<file path="config.mk">
export PLATFORM = sky130hd
export DESIGN_NAME = rpld_front
export DESIGN_NICKNAME = d
export VERILOG_FILES = /design/src/rpld_pkg.sv /design/src/rpld_front.sv
export SDC_FILE = /design/constraint.sdc
export NUM_CORES = 1
export LEC_CHECK = 0
export BUFFER_PORTS_ARGS = -buffer_cell sky130_fd_sc_hd__buf_4
export CAP_MARGIN = 10
export CORE_ASPECT_RATIO = 1.4
export CORE_MARGIN = 3
export CORE_UTILIZATION = 35
export CTS_CLUSTER_SIZE = 40
export DETAILED_ROUTE_END_ITERATION = 10
export SLEW_MARGIN = 25
export SYNTH_ARGS = -nofsm -noshare
export SYNTH_HDL_FRONTEND = slang
export SYNTH_SLANG_ARGS = --single-unit
export TNS_END_PERCENT = 100
</file>
<file path="constraint.sdc">
create_clock -name clk -period 5.9 [get_ports clk]
set_input_delay 0.295 -clock clk [delete_from_list [all_inputs] [get_ports clk]]
set_output_delay 0.295 -clock clk [all_outputs]
set_load 0.01 [all_outputs]
</file>
<file path="src/rpld_pkg.sv">
`default_nettype none
package rpld_pkg;

	localparam int TABLE_SYMBOLS = 64;
	localparam int CHANNELS      = 3;
	localparam int SYMBOL_BITS   = 10;
	localparam int LENGTH_BITS   = 13;
	localparam int TABLE_TOTAL   = CHANNELS * 2 * TABLE_SYMBOLS;
	localparam int TABLE_AW      = $clog2(TABLE_TOTAL);
	localparam int INDEX_BITS    = $clog2(TABLE_SYMBOLS);

	localparam logic [31:0] PIXEL_PREFIX = 32'hC000_0000;
	localparam logic [31:0] RLE_PREFIX   = 32'h4000_0000;

	localparam logic FUNC_TABLE = 1'b0;
	localparam logic FUNC_LINE  = 1'b1;

	// one queued input transaction
	typedef struct packed {
		logic        func;
		logic [31:0] stream_word;
		logic        first;
	} entry_t;

	// queue head as seen by the decode engine
	typedef struct packed {
		logic   valid;
		entry_t entry;
	} head_t;

	typedef enum logic [2:0] {
		ST_IDLE,
		ST_TABLE,
		ST_LINE,
		ST_LOOK,
		ST_TERM,
		ST_FLUSH
	} state_t;

endpackage
`default_nettype wire

</file>
<file path="src/rpld_front.sv">
`default_nettype none
module rpld_front import rpld_pkg::*; (
	input  wire logic   clk,
	input  wire logic   arst_n,
	input  wire logic   in_valid,
	output logic        in_stall,
	input  wire entry_t in_entry,
	output head_t       head,
	input  wire logic   pop
);

	entry_t     slot_q [2];
	logic       rd_ptr_q;
	logic       wr_ptr_q;
	logic [1:0] count_q;
	logic       push;

	assign in_stall = (count_q == 2'd2);
	assign push     = in_valid && !in_stall;
	assign head.valid = (count_q != 2'd0);
	assign head.entry = slot_q[rd_ptr_q];

	always_ff @(posedge clk) begin
		if (push) begin
			slot_q[wr_ptr_q] <= in_entry;
		end
	end

	always_ff @(posedge clk or negedge arst_n) begin
		if (!arst_n) begin
			rd_ptr_q <= 1'b0;
			wr_ptr_q <= 1'b0;
			count_q  <= 2'd0;
		end else begin
			if (push) begin
				wr_ptr_q <= !wr_ptr_q;
			end
			if (pop) begin
				rd_ptr_q <= !rd_ptr_q;
			end
			case ({push, pop})
				2'b10:   count_q <= count_q + 2'd1;
				2'b01:   count_q <= count_q - 2'd1;
				default: count_q <= count_q;
			endcase
		end
	end

endmodule
`default_nettype wire

</file>
==> run metrics <==
status finished clean; largest net degree at the start of global routing 36; Antenna Nets Post-Route 0; Seq/Total Area, Yosys 0.766; initial antenna violation count 0; maximum clock insertion buffer count 2; DRT iter0 DRCs 65; post-synthesis cell count roughly 120; NumNets Final 244; clk slew on worst S/H paths 70 ps; vias about 1300; CTS buffer count 9; Core Box Area 7550 um^2; Peak Freq 490 MHz; hold_sp pop; Std-Cell Rows 37; Mapped Nets 162; Die H between 100 and 150 um; Cell Pwr Density 504 nW/um^2; diodes inserted 0; Mapped Area 2800 um^2; FF+latch count, synth 72; Final Cycle Share 0.346; drt first pass iters 4; number of port buffers 73; critical path arrival 1740 ps; Leak Pwr between 1 and 1.5 nW; actual slew at the worst max-slew pin 844 ps; via-per-instance ratio 4.34; Initial Util 0.370; RSZ-0062 raised after global routing no; Die X 81.5 um; Area growth syn-to-layout 32.8%; final number of hold-violating endpoints 0; skew final 8.47 ps; GR Util met1 0.114; die area 9110 um^2; CTS Sinks 72; GR Util met2 0.183; wire per inst roughly 15 um; Max VDD drop 396 uV; vias in the first global route 1455; Slew headroom 0.437; residual DRC count 0; first-pass GRT wire length 7200 um; clk root buf clkbuf_8; Setup violations, final 0; reg2reg path depth 2; design area 3710 um^2; WHS Path Cells 2; clock latency on the worst-skew pair 340 ps; number of I/O pins 74; total gr overflow 0; syn_area_per_cell 22.7 um^2; required time worst endpoint around 5600 ps; Yosys Warn Count 0; Post-DP Area approximately 3400 um^2; Synth top area share 0.731; minimum clock period roughly 2000 ps; FF-to-FF setup slack 4180 ps; Detail Placement HPWL roughly 3000 um; worst-path maximum fanout 35; post-synth cell types 15; final max-slew violation count 0; Power Total 1.87 mW; Total GRT Usage 0.112; post-route setup TNS 0 ps; reg2reg end slot_q[1][11]; Max Cap Violations 0; gr busiest metal met2; setup repair bufs after CTS 0; GPL Wtd Cong 0.645; post-synth top area cell edfxtp_1; crit path kind flop to primary output; final wirelength 4590 um; Synth area leaders edfxtp_1 73%, mux2_4 16%, dfrtp_1 3.6%; r2r startpoint count_q[0]; Hold WC Path Type input port to flop; # H-tree levels 3; crit end category primary output; Worst Hold End rd_ptr_q; met3 GRT Util 0.0615; Startpoint Class flop; CTS tree done; layout cell share with drive strength beyond 1 0.610
-- power by group --
group	leakage, nW	total [mW]	internal, mW	switching, mW
sequential	0.677	0.799	0.703	0.0958
clock	0.136	0.506	0.334	0.173
combinational	0.673	0.566	0.347	0.219
total	1.49	1.87	1.38	0.488
-- timing repair --
item                      in CTS  in global routing
gates resized for setup        0                  0
hold buffers                   1                  0
hold endpoints to repair       4                  0
-- stage by stage --
| step | setup slack, ps | util | std cells | hold slack [ps] |
|---|---|---|---|---|
| 2_1_floorplan | 3410 | - | 123 | -0.591 |
| 4_1_cts | 3800 | 0.488 | 306 | 108 |
| 5_1_grt | 3760 | 0.492 | 307 | 99.0 |
| 3_5_place_dp | 3990 | 0.451 | 289 | 95.1 |
| 3_3_place_gp | 3930 | 0.451 | 289 | 96.4 |
| 6_report | 3860 | 0.492 | 307 | 133 |
-- area by class of cell --
class | instances | area (um^2)
Inverter | 1 | 3.75
Clock buffer | 10 | 138
Tap cell | 97 | 121
Multi-Input combinational cell | 46 | 587
Timing Repair Buffer | 75 | 586
Clock inverter | 6 | 130
Sequential cell | 72 | 2150
Fill cell | 646 | 3830
-- kinds of logic (layout without fill, tap and decap cells) --
kind of cell | count (synthesis) | after routing | share of synthesized area
adders and majority gates | 1 | 1 | 0.00448
buffers and inverters | 5 | 92 | 0.0269
and+or+nand+nor | 6 | 6 | 0.0107
DFF | 72 | 72 | 0.766
muxes | 34 | 34 | 0.176
xor gates and xnor gates | 5 | 5 | 0.0157
-- registers in the layout, indices dropped and copies added (netlist names) --
signal / flops
wr_ptr_q: 1
slot_q: 68
count_q: 2
rd_ptr_q: 1
-- worst max-delay path, cell delays in order (launching register included) --
cell     delay, ps
dfrtp_4        840
mux2_2         410
buf_4          140
-- per-layer routing --
layer,part of all wire,vias up
li1,-,637
met1,0.38,648
met2,0.54,40
met3,0.064,7
met4,0.018,0
met5,0,-
-- layout by cell type (no fill, tap or decap), types with 2 or more instances in the layout --
master,count
xnor2_1,3
buf_4,73
clkbuf_8,10
xor2_1,2
bufinv_16,4
dfrtp_1,3
clkinv_2,2
edfxtp_1,68
mux2_2,5
mux2_4,29
-- synth_stat cells --
library cell and instances:
edfxtp_1 68, mux2_4 29, mux2_2 5, dfrtp_1 4, buf_12 3, xnor2_1 3, nor2_1 2, xor2_1 2
and3_1 1, buf_6 1, ha_1 1, inv_1 1, nand2_1 1, nand2b_1 1, or2_2 1
-- worst max-delay path by stage --
stage	startpoint	endpoint	cells past startpoint
2_1_floorplan	count_q[0]	slot_q[0][0]	3
3_3_place_gp	rd_ptr_q	head[29]	2
3_5_place_dp	count_q[0]	slot_q[0][14]	3
4_1_cts	rd_ptr_q	head[32]	2
5_1_grt	rd_ptr_q	head[33]	2
6_report	rd_ptr_q	head[32]	2
Power figures use the tool's default switching activity.
